$ cat config.mk
export PLATFORM = sky130hd
export DESIGN_NAME = fci_ctrl
export DESIGN_NICKNAME = d
export VERILOG_FILES = /design/src/design/fci_pkg.sv /design/src/design/fci_ctrl.sv
export SDC_FILE = /design/constraint.sdc
export NUM_CORES = 1
export LEC_CHECK = 0
export ABC_CLOCK_PERIOD_IN_PS = 1900
export BUFFER_PORTS_ARGS = -buffer_cell sky130_fd_sc_hd__buf_2
export CAP_MARGIN = 10
export CELL_PAD_IN_SITES_DETAIL_PLACEMENT = 0
export CELL_PAD_IN_SITES_GLOBAL_PLACEMENT = 1
export CORE_AREA = 2 2 39 41
export CTS_CLUSTER_DIAMETER = 80
export DETAILED_ROUTE_END_ITERATION = 12
export DIE_AREA = 0 0 41 43
export GPL_ROUTABILITY_DRIVEN = 0
export PLACE_DENSITY = 0.37
export SYNTH_ARGS = -nofsm -noshare
export SYNTH_HDL_FRONTEND = slang
export SYNTH_SLANG_ARGS = --single-unit
$ cat constraint.sdc
create_clock -name clk -period 1.9 [get_ports clk]
set_input_delay 0.19 -clock clk [delete_from_list [all_inputs] [get_ports clk]]
set_output_delay 0.19 -clock clk [all_outputs]
set_load 0.01 [all_outputs]
$ cat src/design/fci_pkg.sv
// Shared types and constants for the flash command interface.
`timescale 1ns / 1ps

package fci_pkg;

  // Stream payload layout
  localparam int IN_TDATA_W  = 32;
  localparam int OUT_TDATA_W = 16;
  localparam int ADDR_FIELD_W = 20;
  localparam int MODE_LSB = 0;
  localparam int ADDR_LSB = 2;
  localparam int DATA_LSB = 22;
  localparam int VPP_BIT  = 30;
  localparam int BUSY_BIT = 8;

  // Configuration port
  localparam int CFG_INDEX_W = 2;
  localparam int CFG_DATA_W  = 16;
  localparam logic [CFG_INDEX_W-1:0] CFG_ERASE_TICKS = 2'd0;
  localparam logic [CFG_INDEX_W-1:0] CFG_PROG_TICKS  = 2'd1;
  localparam logic [CFG_INDEX_W-1:0] CFG_ID_FIRST    = 2'd2;
  localparam logic [CFG_INDEX_W-1:0] CFG_ID_SECOND   = 2'd3;

  localparam logic [15:0] ERASE_TICKS_RST = 16'd100;
  localparam logic [15:0] PROG_TICKS_RST  = 16'd1;
  localparam logic [7:0]  ID_FIRST_RST    = 8'h00;
  localparam logic [7:0]  ID_SECOND_RST   = 8'h89;

  // Bus cycle kinds
  localparam logic [1:0] MODE_READ  = 2'd0;
  localparam logic [1:0] MODE_WRITE = 2'd1;
  localparam logic [1:0] MODE_TICK  = 2'd2;

  // Command bytes
  localparam logic [7:0] CMD_READ_ARRAY  = 8'hFF;
  localparam logic [7:0] CMD_READ_ID     = 8'h90;
  localparam logic [7:0] CMD_READ_STATUS = 8'h70;
  localparam logic [7:0] CMD_CLEAR_ERR   = 8'h50;
  localparam logic [7:0] CMD_PROGRAM     = 8'h40;
  localparam logic [7:0] CMD_PROGRAM_ALT = 8'h10;
  localparam logic [7:0] CMD_ERASE       = 8'h20;
  localparam logic [7:0] CMD_CONFIRM     = 8'hD0;
  localparam logic [7:0] ERASED_BYTE     = 8'hFF;

  // Read modes
  localparam logic [1:0] RM_ARRAY  = 2'd0;
  localparam logic [1:0] RM_ID     = 2'd1;
  localparam logic [1:0] RM_STATUS = 2'd2;

  // Pending setup
  localparam logic [1:0] PEND_NONE  = 2'd0;
  localparam logic [1:0] PEND_PROG  = 2'd1;
  localparam logic [1:0] PEND_ERASE = 2'd2;

  // Error bits (status bits 3, 4, 5)
  localparam logic [2:0] ERR_VPP   = 3'b001;
  localparam logic [2:0] ERR_PROG  = 3'b010;
  localparam logic [2:0] ERR_ERASE = 3'b100;

  typedef struct packed {
    logic capture;  // register the accepted item and start the array read
    logic commit;   // apply the item and load the result register
    logic sweep;    // write the erased byte at the sweep address
  } ctrl_cmd_t;

  typedef struct packed {
    logic out_free;    // result register can take a new result
    logic erase_go;    // the item in hand is a confirmed erase
    logic sweep_last;  // sweep address is the last of its range
  } dp_status_t;

endpackage

$ cat src/design/fci_ctrl.sv
// Controller state machine for the flash command interface.
`timescale 1ns / 1ps

module fci_ctrl (
  input  logic               clk,
  input  logic               rst,
  input  logic               s_tvalid,
  output logic               s_tready,
  input  fci_pkg::dp_status_t status,
  output fci_pkg::ctrl_cmd_t  cmd
);
  import fci_pkg::*;

  localparam logic [1:0] ST_CLEAR = 2'd0;
  localparam logic [1:0] ST_IDLE  = 2'd1;
  localparam logic [1:0] ST_EXEC  = 2'd2;
  localparam logic [1:0] ST_ERASE = 2'd3;

  logic [1:0] state;
  logic [1:0] state_next;

  always_comb begin
    state_next  = state;
    cmd         = '0;
    s_tready    = 1'b0;
    case (state)
      ST_CLEAR: begin
        cmd.sweep = 1'b1;
        if (status.sweep_last) begin
          state_next = ST_IDLE;
        end
      end
      ST_IDLE: begin
        s_tready = 1'b1;
        if (s_tvalid) begin
          cmd.capture = 1'b1;
          state_next  = ST_EXEC;
        end
      end
      ST_EXEC: begin
        if (status.out_free) begin
          cmd.commit = 1'b1;
          state_next = status.erase_go ? ST_ERASE : ST_IDLE;
        end
      end
      ST_ERASE: begin
        cmd.sweep = 1'b1;
        if (status.sweep_last) begin
          state_next = ST_IDLE;
        end
      end
      default: begin
        state_next = ST_IDLE;
      end
    endcase
  end

  always_ff @(posedge clk) begin
    if (rst) begin
      state <= ST_CLEAR;
    end else begin
      state <= state_next;
    end
  end

  a_cmd_exclusive: assert property (@(posedge clk) disable iff (rst)
    $countones({cmd.capture, cmd.commit, cmd.sweep}) <= 1)
    else $error("controller issued more than one datapath command");

  a_erase_follows_commit: assert property (@(posedge clk) disable iff (rst)
    (cmd.commit && status.erase_go) |=> state == ST_ERASE)
    else $error("confirmed erase did not start a block sweep");

  a_sweep_holds: assert property (@(posedge clk) disable iff (rst)
    (state == ST_ERASE && !status.sweep_last) |=> state == ST_ERASE)
    else $error("block sweep ended early");

endmodule

==> results of run 1 <==
## area by class of cell
| type | instances | area [um^2] | area share [%] |
|---|---|---|---|
| clock buffers | 3 | 22.52 | 8.780 |
| well taps | 16 | 20.02 | 7.805 |
| repair buffers | 9 | 45.04 | 17.56 |
| multi-input cells | 14 | 110.1 | 42.93 |
| inverters | 5 | 18.77 | 7.317 |
| flip-flops and latches | 2 | 40.04 | 15.61 |
## metal layers
layer | routed length, um | vias up
met5 | 0 | -
met4 | 0 | 0
met3 | 62 | 0
met2 | 190 | 10
met1 | 128 | 86
li1 | - | 90
## worst paths after layout
path | startpoint | endpoint | slack, ns
worst max-delay path | state[0]$_SDFFE_PP0P_ | state[0]$_SDFFE_PP0P_ | 0.26
worst min-delay path | rst | state[1]$_SDFFE_PP0P_ | 0.33
worst min register to register | state[1]$_SDFFE_PP0P_ | state[1]$_SDFFE_PP0P_ | 0.66
worst max register to register | state[0]$_SDFFE_PP0P_ | state[0]$_SDFFE_PP0P_ | 0.26
## worst min-delay path: cells and delay by family
family / cells / cell delay (ns)
AND/OR/NAND/NOR: 1 / 0.07
buffers and inverters: 1 / 0.12
multiplexers: 1 / 0.14
## through the flow
stage	utilization (%)	total power [W]	cell area, um^2	worst slack, ns
2_1_floorplan	-	0.0001818	168.9	0.3162
5_1_grt	18.54	0.0003501	256.5	0.1327
3_3_place_gp	16.91	0.0002305	234.0	0.2555
6_report	18.54	0.0003205	256.5	0.2566
3_5_place_dp	16.91	0.0002307	234.0	0.2395
4_1_cts	18.54	0.0003320	256.5	0.2313
## power by group through the flow
stage	combinational, W	sequential [W]	clock (W)
floorplan	0.000117	0.0000650	0
global placement	0.000164	0.0000667	0
detailed placement	0.000164	0.0000670	0
CTS	0.000164	0.0000664	0.000101
global route	0.000182	0.0000688	0.0000995
finish	0.000162	0.0000662	0.0000927
## cells by family after synthesis
family                     share of synthesized area, %
muxes                                             13.33
adders and majority gates                         22.22
and+or+nand+nor                                   20.74
DFF                                               23.70
buffers and inverters                             11.11
AOI/OAI and AO/OA                                 8.886
## cells in the mapped netlist
cell	count
mux2_2	2
and2_1	1
a21oi_1	1
or2_2	1
dfxtp_1	2
ha_1	3
a222oi_1	1
nor2_1	3
and2_2	1
nand2_1	1
inv_1	5
==> results.json, run 1 <==
{
  "cts_tree": "yes",
  "ir_drop_mv": 0.2201,
  "min_period_over_period_pct": 86.50,
  "power_density_nw_per_um2": 1250,
  "io_buffers": 9,
  "power.net_switching_w": 0.0001100,
  "holdWs_ns": 0.3350,
  "htreeDepth": 1,
  "start_util_pct": 12.21,
  "cts_resized": 0,
  "met1_usage_pct": 4.792,
  "switching_share_pct": 34.31,
  "drt-pass1-iter-count": 4,
  "worstPathRequired_ns": 2.00,
  "synthCells": 21,
  "top_usage_layer": "met4",
  "drive_above_1_share_pct": 48.48,
  "dp_hpwl_um": 316.4,
  "slew_violations": 0,
  "maxCapViolCount": 0,
  "synth_area_leader_cell": "dfxtp_1",
  "reg_top3": "state: 2 flops",
  "tightest_slew_ns": 0.4274,
  "first_global_vias": 163,
  "n_antenna_cell": 0,
  "hold_class": "primary input to flop",
  "clock_skew_ns": 0.001973,
  "status": "finished, final reports clean",
  "crit_arrival_ns": 1.75,
  "use_met3_pct": 1.571,
  "globalRouteMet2Util_pct": 7.187,
  "num_rows": 14,
  "ctsHoldBuffers": 0,
  "drtAntennaViolNets": 0,
  "hold_viol_final": 0,
  "grt-ovfl-total": 0,
  "finalNetCount": 44,
  "grt_pass1_wl_um": 579,
  "yosysSeqAreaShare_pct": 23.70,
  "routedWlPerCell_um": 7.776,
  "boundaryPins": 10,
  "cts_root_buf": "clkbuf_4",
  "synthToLayoutAreaGrowth_pct": 51.85,
  "setup_viol_count_final": 0,
  "clockPowerShare_pct": 28.9,
  "ys_top_cells_by_area": "dfxtp_1 (24%), ha_1 (22%), mux2_2 (13%)",
  "top_register": "state",
  "mostFrequentLayoutCell": "buf_2",
  "min_path_cells": 3,
  "max_freq_mhz": 608.5,
  "cts_buffers": 3,
  "finalSetupTns_ns": 0,
  "p_seq_share_pct": 20.6,
  "worstSetupStartpointType": "flop",
  "crit_chain": "inv_1 > ha_1 > a222oi_1 > mux2_2",
  "vias": 186,
  "critical_path.max_stage_delay_ns": 0.41,
  "p_comb_share_pct": 50.4,
  "synth_area_um2": 168.9,
  "largest_reg_flops": 2,
  "cp_num_buf_inv": 1,
  "dieArea_um2": 1763,
  "clkSinkCount": 2,
  "r2r_cells": 4,
  "path_depth": 4,
  "critPathSlowestCell": "a222oi_1",
  "intPower_w": 0.0002106,
  "clk_pin_slew_ns": 0.03,
  "drc": 0,
  "layoutNonFillerInstCount": 49,
  "grt_usage_pct": 5.311,
  "p_leak_nw": 0.1400,
  "grt_max_degree": 5,
  "ys_warn_count": 0,
  "crit_fanout": 3,
  "period_needed_ns": 1.643,
  "critPathTopFamily": "compound AO/OA/AOI/OAI gates",
  "yosys.area.top_type_share_pct": 23.70,
  "ys_ff_latch": 2,
  "worstSkewPairLatency_ns": 0.22,
  "layout_common_cells": "buf_2 (9), inv_1 (5), nor2_1 (3), ha_1 (3), clkbuf_4 (3)",
  "post_cts.repair.setup_buffers": 0,
  "ys_types": 11,
  "die_h_um": 43,
  "antenna_found_initial": 0,
  "rsz0062_at_grt": "false",
  "slew_headroom_pct": 71.51,
  "syn_avg_cell_area_um2": 8.043,
  "fp.coreArea_um2": 1384,
  "dp.cells": 46,
  "cts_max_path_buffers": 2,
  "routed_wl_um": 381,
  "worstSetupPathType": "flop to flop",
  "critical_path.endpoint_type": "flop",
  "fillCellCount": 169,
  "synth_nets": 30,
  "first_iter_violations": 5,
  "vias_per_cell": 3.796,
  "die_w_um": 41
}
No activity file was read; power rests on OpenSTA's default activity.
==> run 2, diff against run 1 <==
Settings changed: ABC_CLOCK_PERIOD_IN_PS 1900 to 2000, GPL_ROUTABILITY_DRIVEN 0 to default, SETUP_SLACK_MARGIN from default to 0.5.
Clock period 1.9 ns to 2 ns, I/O delays scaled along.
==> results.json, run 2 (synthesized netlist as in run 1, its figures left out) <==
{
  "status": "finished, final reports clean",
  "drt-pass1-iter-count": 4,
  "vias": 180,
  "boundaryPins": 10,
  "finalSetupTns_ns": 0,
  "hold_viol_final": 0,
  "slew_violations": 0,
  "worstSetupStartpointType": "flop",
  "gp_congestion": 0.6103,
  "io_buffers": 9,
  "clk_pin_slew_ns": 0.03,
  "post-place-ws_ns": 0.4236,
  "min_period_over_period_pct": 74.51,
  "top_register": "state",
  "die_h_um": 43,
  "cts_buffers": 3,
  "grt_usage_pct": 6.607,
  "fp.coreArea_um2": 1384,
  "largest_reg_flops": 2,
  "dieArea_um2": 1763,
  "start_util_pct": 12.21,
  "crit_fanout": 3,
  "p_leak_nw": 0.1637,
  "htreeDepth": 1,
  "antenna_found_initial": 0,
  "critical_path.endpoint_type": "flop",
  "cts_tree": "yes",
  "vias_per_cell": 3.396,
  "cts_max_path_buffers": 2,
  "maxCapViolCount": 0,
  "layout_common_cells": "buf_2 (9), buf_4 (4), nor2_1 (3), inv_1 (3), clkbuf_4 (3)",
  "power_density_nw_per_um2": 1281,
  "drive_above_1_share_pct": 70.27,
  "routedWlPerCell_um": 8.811,
  "clock_skew_ns": 0.003384,
  "synthToLayoutAreaGrowth_pct": 84.44,
  "grt_max_degree": 5,
  "n_antenna_cell": 0,
  "critPathSlowestCell": "dfxtp_2",
  "period_needed_ns": 1.490,
  "critical_path.max_stage_delay_ns": 0.34,
  "routed_wl_um": 467,
  "rsz0062_at_grt": "true",
  "grt_pass1_wl_um": 731,
  "die_w_um": 41,
  "cp_num_buf_inv": 2,
  "mostFrequentLayoutCell": "buf_2",
  "first_iter_violations": 4,
  "crit_chain": "inv_2 > ha_4 > a222oi_1 > buf_4 > mux2_4",
  "worstPathRequired_ns": 2.10,
  "clkSinkCount": 2,
  "reg_top3": "state: 2 flops",
  "setup_viol_count_final": 0,
  "num_rows": 14,
  "slew_headroom_pct": 82.68,
  "worstSkewPairLatency_ns": 0.22,
  "drc": 0,
  "grt-ovfl-total": 0,
  "dp_hpwl_um": 337.9,
  "fillCellCount": 160,
  "cts_root_buf": "clkbuf_4",
  "tightest_slew_ns": 0.2598,
  "drtAntennaViolNets": 0,
  "first_global_vias": 205,
  "hold_class": "primary input to flop",
  "worst_slack_ns": 0.5099,
  "worstSetupPathType": "flop to flop",
  "ir_drop_mv": 0.3930,
  "critPathTopFamily": "flip-flops",
  "finalNetCount": 48,
  "crit_arrival_ns": 1.59,
  "max_freq_mhz": 671.1
}
-- run 2: power breakdown --
part	total (W)	internal [W]	switching, W
sequential	0.0000716	0.0000570	0.0000146
clock	0.0000873	0.0000660	0.0000212
combinational	0.000240	0.000145	0.0000948
total	0.000399	0.000268	0.000131
-- run 2: worst paths after layout --
path / from / to / slack, ns / depth (start not counted)
setup reg to reg: state[0]$_SDFFE_PP0P_ / state[0]$_SDFFE_PP0P_ / 0.51 / 5
setup / recovery: state[0]$_SDFFE_PP0P_ / state[0]$_SDFFE_PP0P_ / 0.51 / 5
hold / removal: rst / state[1]$_SDFFE_PP0P_ / 0.37 / 3
hold reg to reg: state[1]$_SDFFE_PP0P_ / state[1]$_SDFFE_PP0P_ / 0.68 / 3
-- run 2: repair_timing --
item                                    4_1_cts  5_1_grt
resized for setup                             2        2
endpoints found under the setup margin        2        2
hold buffers                                  0        0
setup buffers                                 3        1
pin swaps                                     2        1
-- run 2: area by class of cell --
| class | instances | area, um^2 | share of cell area [%] |
|---|---|---|---|
| sequential | 2 | 42.54 | 13.65 |
| timing repair buffer | 13 | 75.07 | 24.10 |
| inverter | 5 | 18.77 | 6.024 |
| tap | 16 | 20.02 | 6.426 |
| multi-input combinational | 14 | 132.6 | 42.57 |
| clock buffer | 3 | 22.52 | 7.229 |
-- run 2: metal layers --
metal  wire length [um]  track usage [%]  share of wire [%]
met2                227            9.063                 49
met5                  0                0                  0
met4                  0            6.000                  0
met3                 43            4.712                9.2
met1                196            6.051                 42
-- run 2: per-stage QoR --
step / hold slack (ns) / instances / utilization, % / total power [W] / cell area [um^2]
3_3_place_gp: 0.5842 / 46 / 18.08 / 0.0002476 / 250.2
3_5_place_dp: 0.5772 / 46 / 18.08 / 0.0002414 / 250.2
5_1_grt: 0.3774 / 53 / 22.51 / 0.0004453 / 311.5
6_report: 0.3705 / 53 / 22.51 / 0.0003991 / 311.5
2_1_floorplan: 0.4221 / 21 / - / 0.0001987 / 185.2
4_1_cts: 0.3426 / 52 / 21.43 / 0.0003796 / 296.5
-- run 2: worst min-delay path: stages --
cell    delay [ns]
buf_2         0.12
nor2_1        0.09
mux2_4        0.15
